--- src/hw/rtl/mcsw_pkg.sv ---
`timescale 1ns / 1ps
// Shared types and constants of the multi-client stale watchdog.
package mcsw_pkg;

	localparam int MAX_CLIENTS = 16;
	localparam int IDX_W       = $clog2(MAX_CLIENTS);
	localparam int CNT_W       = $clog2(MAX_CLIENTS + 1);
	localparam int THR_W       = 16;

	localparam logic [THR_W-1:0] DEFAULT_OFF    = THR_W'(3);
	localparam logic [THR_W-1:0] DEFAULT_REBOOT = THR_W'(10);
	localparam logic [THR_W-1:0] STALE_MAX      = {THR_W{1'b1}};

	typedef enum logic [1:0] {
		OP_REGISTER     = 2'd0,
		OP_FEED         = 2'd1,
		OP_TICK         = 2'd2,
		OP_FEED_DEFAULT = 2'd3
	} op_t;

endpackage

--- src/hw/rtl/multi_client_stale_watchdog_unit.sv ---
`timescale 1ns / 1ps
// Multi-client stale watchdog: client table, feed flags and the tick walker.
//
// Usage:
//   A command beat (op, handle, off_seconds, reboot_seconds) is taken on a
//   rising edge with start high and busy low. Every command yields one result
//   beat, shown for exactly one cycle with done high; the receiver cannot
//   hold it off, so it must capture the result in that cycle.
//   Register, feed and feed-default take no walk: done rises in the
//   cycle after the command, and busy stays low, so the next command may
//   follow at once.
//   Tick walks the registered clients one per cycle through a single
//   saturating incrementer and threshold compare. With N clients registered
//   busy is high while the clients are walked and done follows the last
//   client walked (earlier on a reboot hit); with no clients done rises in
//   the cycle after the command.
//   Reset empties the client table and clears busy and done; the threshold
//   and stale stores hold no reset value and are written on registration.
module multi_client_stale_watchdog_unit
	import mcsw_pkg::*;
(
	input  logic             clk,
	input  logic             arst_n,
	input  logic             start,
	output logic             busy,
	input  logic [1:0]       op,
	input  logic [3:0]       handle,
	input  logic [THR_W-1:0] off_seconds,
	input  logic [THR_W-1:0] reboot_seconds,
	output logic             done,
	output logic [3:0]       handle_out,
	output logic             accepted,
	output logic             outputs_off,
	output logic             reboot,
	output logic [3:0]       reboot_client
);

	typedef enum logic {ST_IDLE, ST_WALK} state_t;

	state_t           state_q;
	logic [CNT_W-1:0] count_q;
	logic [IDX_W-1:0] idx_q;
	logic             off_acc_q;
	logic             done_q;
	logic [3:0]       handle_out_q;
	logic             accepted_q;
	logic             outputs_off_q;
	logic             reboot_q;
	logic [3:0]       reboot_client_q;

	logic [THR_W-1:0] off_thr_q    [MAX_CLIENTS];
	logic [THR_W-1:0] reboot_thr_q [MAX_CLIENTS];
	logic [THR_W-1:0] stale_q      [MAX_CLIENTS];
	logic [MAX_CLIENTS-1:0] fed_q;

	logic             fire;
	op_t              op_c;
	logic             full;
	logic             feed_ok;
	logic             cur_fed;
	logic [THR_W-1:0] cur_stale;
	logic [THR_W-1:0] cur_off;
	logic [THR_W-1:0] cur_reb;
	logic [THR_W-1:0] stale_inc;
	logic             off_hit;
	logic             reb_hit;
	logic             last;

	assign fire    = start && !busy;
	assign op_c    = op_t'(op);
	assign full    = (count_q >= CNT_W'(MAX_CLIENTS));
	assign feed_ok = ({1'b0, handle} < CNT_W'(count_q)) && (CNT_W'(handle) < CNT_W'(MAX_CLIENTS));

	// shared walk unit: one client per cycle
	assign cur_fed   = fed_q[idx_q];
	assign cur_stale = stale_q[idx_q];
	assign cur_off   = off_thr_q[idx_q];
	assign cur_reb   = reboot_thr_q[idx_q];
	assign stale_inc = (cur_stale == STALE_MAX) ? cur_stale : cur_stale + THR_W'(1);
	assign off_hit   = !cur_fed && (cur_off != '0) && (stale_inc == cur_off);
	assign reb_hit   = !cur_fed && (cur_reb != '0) && (stale_inc >= cur_reb);
	assign last      = ((CNT_W'(idx_q) + CNT_W'(1)) == count_q);

	assign busy          = (state_q == ST_WALK);
	assign done          = done_q;
	assign handle_out    = handle_out_q;
	assign accepted      = accepted_q;
	assign outputs_off   = outputs_off_q;
	assign reboot        = reboot_q;
	assign reboot_client = reboot_client_q;

	always_ff @(posedge clk or negedge arst_n) begin
		if (!arst_n) begin
			state_q         <= ST_IDLE;
			count_q         <= '0;
			idx_q           <= '0;
			off_acc_q       <= 1'b0;
			done_q          <= 1'b0;
			handle_out_q    <= '0;
			accepted_q      <= 1'b0;
			outputs_off_q   <= 1'b0;
			reboot_q        <= 1'b0;
			reboot_client_q <= '0;
		end else begin
			done_q <= 1'b0;
			unique case (state_q)
				ST_IDLE: begin
					if (fire) begin
						handle_out_q    <= '0;
						accepted_q      <= 1'b0;
						outputs_off_q   <= 1'b0;
						reboot_q        <= 1'b0;
						reboot_client_q <= '0;
						unique case (op_c)
							OP_REGISTER: begin
								done_q <= 1'b1;
								if (!full) begin
									count_q      <= count_q + CNT_W'(1);
									accepted_q   <= 1'b1;
									handle_out_q <= 4'(count_q);
								end
							end
							OP_FEED: begin
								done_q     <= 1'b1;
								accepted_q <= feed_ok;
							end
							OP_FEED_DEFAULT: begin
								done_q     <= 1'b1;
								accepted_q <= 1'b1;
								if (count_q == '0)
									count_q <= CNT_W'(1);
							end
							OP_TICK: begin
								if (count_q == '0) begin
									done_q <= 1'b1;
								end else begin
									state_q   <= ST_WALK;
									idx_q     <= '0;
									off_acc_q <= 1'b0;
								end
							end
							default: ;
						endcase
					end
				end
				ST_WALK: begin
					if (reb_hit || last) begin
						state_q         <= ST_IDLE;
						done_q          <= 1'b1;
						outputs_off_q   <= off_acc_q || off_hit;
						reboot_q        <= reb_hit;
						reboot_client_q <= reb_hit ? 4'(idx_q) : 4'd0;
					end else begin
						idx_q     <= idx_q + IDX_W'(1);
						off_acc_q <= off_acc_q || off_hit;
					end
				end
				default: state_q <= ST_IDLE;
			endcase
		end
	end

	// client table
	always_ff @(posedge clk) begin
		if (fire) begin
			case (op_c)
				OP_REGISTER: begin
					if (!full) begin
						off_thr_q[count_q[IDX_W-1:0]]    <= off_seconds;
						reboot_thr_q[count_q[IDX_W-1:0]] <= reboot_seconds;
						stale_q[count_q[IDX_W-1:0]]      <= '0;
						fed_q[count_q[IDX_W-1:0]]        <= 1'b0;
					end
				end
				OP_FEED: begin
					if (feed_ok)
						fed_q[handle[IDX_W-1:0]] <= 1'b1;
				end
				OP_FEED_DEFAULT: begin
					if (count_q == '0) begin
						off_thr_q[0]    <= DEFAULT_OFF;
						reboot_thr_q[0] <= DEFAULT_REBOOT;
						stale_q[0]      <= '0;
					end
					fed_q[0] <= 1'b1;
				end
				default: ;
			endcase
		end else if (state_q == ST_WALK) begin
			if (cur_fed) begin
				fed_q[idx_q]   <= 1'b0;
				stale_q[idx_q] <= '0;
			end else begin
				stale_q[idx_q] <= stale_inc;
			end
		end
	end

	a_walk_nonempty: assert property (@(posedge clk) disable iff (!arst_n)
		state_q == ST_WALK |-> count_q != '0)
		else $error("walk with an empty client table");

	a_walk_in_range: assert property (@(posedge clk) disable iff (!arst_n)
		state_q == ST_WALK |-> CNT_W'(idx_q) < count_q)
		else $error("walk index beyond registered clients");

	a_count_bound: assert property (@(posedge clk) disable iff (!arst_n)
		count_q <= CNT_W'(MAX_CLIENTS))
		else $error("client count above table size");

	a_count_only_on_cmd: assert property (@(posedge clk) disable iff (!arst_n)
		!fire |=> $stable(count_q))
		else $error("client count moved without a command");

	a_flags_with_done: assert property (@(posedge clk) disable iff (!arst_n)
		($rose(accepted) || $rose(outputs_off) || $rose(reboot)) |-> done)
		else $error("result flag without done strobe");

	a_tick_result_excl: assert property (@(posedge clk) disable iff (!arst_n)
		(outputs_off || reboot) |-> !accepted && handle_out == 4'd0)
		else $error("tick result mixed with command result");

endmodule
--- config.mk ---
export PLATFORM = sky130hd
export DESIGN_NAME = multi_client_stale_watchdog_unit
export DESIGN_NICKNAME = d
export VERILOG_FILES = /design/src/hw/rtl/mcsw_pkg.sv /design/src/hw/rtl/multi_client_stale_watchdog_unit.sv
export SDC_FILE = /design/constraint.sdc
export NUM_CORES = 1
export LEC_CHECK = 0
export BUFFER_PORTS_ARGS = -buffer_cell sky130_fd_sc_hd__buf_4
export CAP_MARGIN = 20
export CELL_PAD_IN_SITES_DETAIL_PLACEMENT = 0
export CELL_PAD_IN_SITES_GLOBAL_PLACEMENT = 1
export CORE_MARGIN = 2
export CORE_UTILIZATION = 30
export DETAILED_ROUTE_END_ITERATION = 7
export PLACE_DENSITY = 0.48
export SYNTH_ARGS = -nofsm -noshare
export SYNTH_HDL_FRONTEND = slang
export SYNTH_SLANG_ARGS = --single-unit
--- constraint.sdc ---
create_clock -name clk -period 8.55 [get_ports clk]
set_input_delay 1.71 -clock clk [delete_from_list [all_inputs] [get_ports clk]]
set_output_delay 1.71 -clock clk [all_outputs]
set_load 0.02 [all_outputs]
==> impl_metrics.env, run 1 <==
export IMPL_nFillCells=10200
export IMPL_dr_first_iter_drc_count=1378
export IMPL_powerDensity_nw_per_um2=318
export IMPL_dp_hpwl_mm=49.7
export IMPL_drv_cap=0
export IMPL_grt_start_max_net_pins=87
export IMPL_first_global_vias=17600
export IMPL_rsz0062_at_grt="no"
export IMPL_row_count=121
export IMPL_firstDrtPassIters=5
export IMPL_vias_per_cell=4.98
export IMPL_synth_nets=1771
export IMPL_postCtsHoldBufs=0
export IMPL_ys_types=65
export IMPL_h_tree_depth=3
export IMPL_ys_warn_count=0
export IMPL_synthArstFlopShare=0.0285
export IMPL_grt_first_pass_wirelength_mm=128
export IMPL_finalWirelength_mm=89.3
export IMPL_synthesis_area_um2=33100
export IMPL_cp_data_required_time_ns=9.12
export IMPL_hold_path_class="flop to flop"
export IMPL_setup_tns_ns=0
export IMPL_worst_slew_pin_transition_ns=1.06
export IMPL_fmax_ghz=0.168
export IMPL_slew_headroom=0.288
export IMPL_grt_use_total=0.160
export IMPL_crit_type="flop to flop"
export IMPL_cts_root_buf="clkbuf_16"
export IMPL_grt_overflow_total=0
export IMPL_power_w=0.0122
export IMPL_period_needed_ns=5.95
export IMPL_synth_top_area_frac=0.711
export IMPL_dieArea_um2=113000
export IMPL_worst_path_max_fanout=40
export IMPL_via_count=16700
export IMPL_cts_tree="built"
export IMPL_port_buffers=53
export IMPL_outcome="complete, no violations"
export IMPL_ys_seq_area_frac=0.728
export IMPL_finalSetupViolations=0
export IMPL_arrival_ns=6.52
export IMPL_antennaDiodeCount=0
export IMPL_clk_pin_slew_ns=0.06
export IMPL_netlist_instances=1698
export IMPL_min_period_over_period=0.696
export IMPL_irDropWorstVdd_mv=0.168
export IMPL_synth_ff_type="edfxtp_1"
export IMPL_antenna_found_initial=0
export IMPL_synth_edf_count=784
export IMPL_drive_above_1_share=0.262
export IMPL_netlist_top_cell_by_area="edfxtp_1"
export IMPL_avgSynthCellArea_um2=19.5
export IMPL_skew_ns=0.0263
export IMPL_avgRoutedWirePerCell_um=26.7
export IMPL_area_delta_synth_final_pct=15.7
export IMPL_core_area_um2=109000
export IMPL_final_hold_viol_count=0
export IMPL_clkSinkCount=807
export IMPL_clockBufferDepth=3
export IMPL_cp_start_kind="flop"
export IMPL_drv_slew=0
export IMPL_clock_latency_ns=0.66
export IMPL_fin_nets=1876
export IMPL_cts_resized=0
export IMPL_numCtsBuffers=88
export IMPL_die_y_um=336
export IMPL_post_cts_repair_setup_buffers=0
export IMPL_leakagePower_nw=12.1
export IMPL_drcViolationCount=0
export IMPL_synth_ff_latch_count=807
export IMPL_gp_congestion=0.792
export IMPL_io_pin_count=54
export IMPL_ys_top_cells_by_area="edfxtp_1 71%, mux4_2 14%, dfrtp_1 1.7%"
export IMPL_initial_core_util=0.303
export IMPL_dieWidth_um=336
export IMPL_critPathCaptureType="flop"
export IMPL_ant_nets=0
-- sequential cells by signal, summed over array words and instances, names as in the netlist --
signal / count
accepted: 1
busy: 1
count_q: 5
done: 1
fed_q: 16
handle_out: 4
idx_q: 4
off_acc_q: 1
off_thr_q: 256
outputs_off: 1
reboot: 1
reboot_client: 4
reboot_thr_q: 256
stale_q: 256
-- kinds of logic (layout without fill, tap and decap cells) --
group / Yosys count / in the layout / synth area share
buffers and inverters: 124 / 298 / 0.0190
xor gates and xnor gates: 28 / 28 / 0.00831
AOI/OAI and AO/OA: 186 / 186 / 0.0400
and+or+nand+nor: 301 / 301 / 0.0459
DFF: 807 / 807 / 0.728
adders and majority gates: 32 / 32 / 0.0121
muxes: 220 / 220 / 0.146
-- critical path: stages, from the launching register on --
cell,delay [ns]
dfrtp_4,0.99
buf_4,0.61
mux4_2,0.33
a22oi_1,0.10
nand2_1,0.33
nand4_1,0.33
nor4_4,0.42
xor2_1,0.35
ha_1,0.29
nand2b_1,0.14
a21o_1,0.17
a21o_1,0.17
a21o_1,0.17
a21oi_1,0.13
o21ai_0,0.12
a21oi_1,0.14
nor2_1,0.11
o21ai_0,0.45
and2_1,0.31
a22o_1,0.17
-- worst paths after layout --
kind                                from               end  slack, ns  depth (start not counted)
setup / recovery                idx_q[0]  reboot_client[0]       2.60                         19
hold / removal             handle_out[0]     handle_out[0]       0.48                          2
setup reg to reg                idx_q[0]  reboot_client[0]       2.60                         19
hold reg to reg            handle_out[0]     handle_out[0]       0.48                          2
max in group asynchronous         arst_n          idx_q[0]       7.28                          1
min in group asynchronous         arst_n        count_q[2]       0.98                          1
-- cell usage after synthesis, types with 5 or more instances --
cell type / number
edfxtp_1: 784
mux4_2: 211
nand2_1: 91
nor2_1: 63
a22oi_1: 53
a21oi_1: 42
nor2b_1: 42
clkbuf_1: 36
inv_1: 36
ha_1: 32
dfrtp_1: 23
buf_2: 22
nor3_1: 19
a311oi_1: 15
nand3_1: 15
nand4_1: 15
xnor2_1: 15
a21o_1: 14
o21ai_0: 13
buf_1: 12
buf_6: 12
a22o_1: 11
nor4_1: 11
xor2_1: 11
nand2b_1: 10
and2_1: 8
mux2i_1: 8
a31oi_1: 6
and4_1: 6
or2_2: 5
-- where the power goes --
part	switching, W	internal (W)	total, W	leakage [nW]
clock	0.00156	0.00216	0.00372	1.38
combinational	0.00209	0.00144	0.00354	3.32
sequential	0.000216	0.00470	0.00491	7.43
total	0.00387	0.00830	0.0122	12.1
-- cell type report --
cell class	instances	area [um^2]	share of cell area
inverter	36	135	0.00353
multi-input combinational	767	8560	0.223
clock inverter	56	562	0.0147
tap	1476	1850	0.0482
clock buffer	103	2280	0.0595
timing repair buffer	103	805	0.0210
sequential	807	24100	0.630
-- layout by cell type, fill, tap and decap left out, types with 18 or more instances in the layout --
| master | instances |
|---|---|
| nor2_1 | 40 |
| mux4_2 | 211 |
| ha_1 | 32 |
| a22oi_1 | 53 |
| clkbuf_16 | 89 |
| dfrtp_1 | 19 |
| clkinv_2 | 18 |
| nor2b_1 | 40 |
| inv_1 | 36 |
| clkinv_1 | 22 |
| buf_4 | 100 |
| edfxtp_1 | 784 |
| a21oi_1 | 42 |
| nand2_1 | 91 |
-- per-layer routing --
layer | vias to the layer above | part of all wire | track usage | wire length [um]
met3 | 115 | 0.041 | 0.0250 | 3640
met4 | 0 | 0.022 | 0.0420 | 1970
met5 | - | 0 | 0 | 0
met1 | 8975 | 0.45 | 0.216 | 40000
li1 | 7213 | - | - | -
met2 | 381 | 0.49 | 0.268 | 43600
-- through the flow --
stage / area (um^2) / std cells / utilization / worst slack [ns] / hold slack [ns]
5_1_grt: 38300 / 3348 / 0.351 / 1.98 / 0.533
6_report: 38300 / 3348 / 0.351 / 2.60 / 0.485
3_5_place_dp: 35400 / 3184 / 0.325 / 2.47 / 0.481
4_1_cts: 38300 / 3343 / 0.351 / 2.44 / 0.494
2_1_floorplan: 33100 / 1698 / - / 2.46 / 0.465
3_3_place_gp: 35400 / 3184 / 0.325 / 2.53 / 0.472
(Power assumes the default switching activity.)
==> inputs of run 2 (changes only) <==
PLACE_DENSITY = 0.5   (was 0.48)
clock period = 5.1 ns   (was 8.55 ns; I/O delays follow)
==> run 2 against run 1 <==
Register-to-register slack lost 2.4 ns. Largest power group unchanged. Hold slack lost 0.22 ns. Critical path type unchanged. Setup slack lost 2.4 ns.
==> impl_metrics.env, run 2 (synthesized netlist as in run 1, its figures left out) <==
export IMPL_cts_root_buf="clkbuf_16"
export IMPL_numCtsBuffers=89
export IMPL_period_needed_ns=4.88
export IMPL_dp_hpwl_mm=50.4
export IMPL_finalSetupViolations=0
export IMPL_swShare=0.314
export IMPL_fin_nets=1962
export IMPL_clkPwrFrac=0.300
export IMPL_firstDrtPassIters=5
export IMPL_place_ws_ns=0.0821
export IMPL_final_hold_viol_count=0
export IMPL_cts_tree="built"
export IMPL_grt_start_max_net_pins=67
export IMPL_clock_latency_ns=0.66
export IMPL_leakagePower_nw=12.6
export IMPL_initial_core_util=0.303
export IMPL_layout_commonest_cell="edfxtp_1"
export IMPL_skew_ns=0.0374
export IMPL_rr_startpoint="idx_q[0]"
export IMPL_cp_data_required_time_ns=5.64
export IMPL_hold_path_class="input port to async pin"
export IMPL_drive_above_1_share=0.298
export IMPL_power_switching_w=0.00661
export IMPL_p_int_w=0.0144
export IMPL_dieArea_um2=113000
export IMPL_final_cell_mix="784 x edfxtp_1, 211 x mux4_2, 174 x buf_4"
export IMPL_finalWirelength_mm=88.6
export IMPL_dr_first_iter_drc_count=1376
export IMPL_drcViolationCount=0
export IMPL_row_count=121
export IMPL_critPathCaptureType="flop"
export IMPL_dieWidth_um=336
export IMPL_clockBufferDepth=3
export IMPL_fmax_ghz=0.205
export IMPL_reg2reg_to="reboot_client[1]"
export IMPL_clk_pin_slew_ns=0.06
export IMPL_first_global_vias=17900
export IMPL_die_y_um=336
export IMPL_power_w=0.0210
export IMPL_grt_overflow_total=0
export IMPL_vias_per_cell=4.95
export IMPL_port_buffers=53
export IMPL_fin_ws_ns=0.223
export IMPL_grt_first_pass_wirelength_mm=128
export IMPL_crit_type="flop to flop"
export IMPL_top_regs="off_thr_q: 256 flops, reboot_thr_q: 256 flops, stale_q: 256 flops"
export IMPL_outcome="complete, no violations"
export IMPL_gp_congestion=0.831
export IMPL_arrival_ns=5.42
export IMPL_io_pin_count=54
export IMPL_reg2reg_slack_ns=0.22
export IMPL_worst_slew_pin_transition_ns=1.01
export IMPL_drv_cap=0
export IMPL_clkSinkCount=807
export IMPL_worst_path_max_fanout=6
export IMPL_antennaDiodeCount=0
export IMPL_area_delta_synth_final_pct=18.2
export IMPL_grt_use_total=0.158
export IMPL_irDropWorstVdd_mv=0.265
export IMPL_min_period_over_period=0.956
export IMPL_antenna_found_initial=0
export IMPL_h_tree_depth=3
export IMPL_core_area_um2=109000
export IMPL_cp_start_kind="flop"
export IMPL_postCtsHoldBufs=0
export IMPL_powerDensity_nw_per_um2=537
export IMPL_avgRoutedWirePerCell_um=25.8
export IMPL_power_frac_comb=0.316
export IMPL_rsz0062_at_grt="no"
export IMPL_drv_slew=0
export IMPL_ant_nets=0
export IMPL_power_share_sequential=0.383
export IMPL_via_count=17000
export IMPL_setup_tns_ns=0
export IMPL_slew_headroom=0.328
export IMPL_r2r_cells=23
==> run 2: cell types whose count changed in the layout (fill, tap and decap cells not counted), sizes merged <==
cell and delta:
inv +1, clkinvlp +2, clkinv -9, buf +86, clkbuf +7
==> run 2: area by class of cell <==
cell class | instances | area (um^2)
Clock buffer | 111 | 2340
Inverter | 36 | 135
Multi-Input combinational cell | 767 | 8590
Sequential cell | 807 | 24100
Tap cell | 1476 | 1850
Clock inverter | 50 | 532
Timing Repair Buffer | 188 | 1580
Fill cell | 10200 | 70000
==> run 2: power groups by stage <==
| stage | sequential, W | combinational [W] | clock, W |
|---|---|---|---|
| final | 0.00807 | 0.00665 | 0.00632 |
| after global routing | 0.00810 | 0.00721 | 0.00674 |
| after CTS | 0.00810 | 0.00659 | 0.00648 |
| after detailed placement | 0.00824 | 0.00657 | 0 |
| after global placement | 0.00822 | 0.00657 | 0 |
| after floorplan | 0.00814 | 0.00426 | 0 |
==> run 2: worst max path at each step <==
stage	from	endpoint	slack [ns]
floorplan	op[0]	off_thr_q[1][0]	0.28
global placement	idx_q[0]	idx_q[2]	0.08
detailed placement	idx_q[0]	reboot_client[1]	0.08
CTS	idx_q[0]	idx_q[2]	0.07
global route	idx_q[0]	reboot_client[1]	0.05
finish	idx_q[0]	reboot_client[1]	0.22
==> run 2: timing repair <==
action	4_1_cts	5_1_grt
setup buffers	0	8
setup endpoints to repair	0	12
resized for setup	0	10
==> run 2: per-layer routing <==
| layer | GRT usage | part of all wire |
|---|---|---|
| met1 | 0.215 | 0.44 |
| met2 | 0.264 | 0.49 |
| met3 | 0.0281 | 0.043 |
| met4 | 0.0375 | 0.021 |
| met5 | 0 | 0 |
==> run 2: worst max-delay path: stages, from the launching register on <==
cell,delay (ns)
dfrtp_4,0.43
buf_4,0.20
mux4_2,0.51
a22oi_1,0.32
nand2_1,0.19
ha_4,0.22
nor2b_1,0.12
nand4_1,0.12
a21boi_2,0.10
buf_4,0.16
o2111ai_1,0.12
xor2_1,0.24
inv_1,0.08
ha_1,0.30
a21o_1,0.12
a21oi_1,0.06
o21ai_0,0.30
a21oi_1,0.09
nor2_2,0.20
buf_4,0.15
o21ai_0,0.08
buf_4,0.18
and2_2,0.22
a22o_1,0.25
==> run 2: through the flow <==
step | hold slack, ns | cell area (um^2) | utilization | instances
after floorplan | 0.465 | 33100 | - | 1698
after global placement | 0.468 | 36100 | 0.331 | 3265
after detailed placement | 0.480 | 36100 | 0.331 | 3265
after CTS | 0.223 | 39000 | 0.357 | 3426
after global routing | 0.252 | 39100 | 0.359 | 3435
final | 0.263 | 39100 | 0.359 | 3435
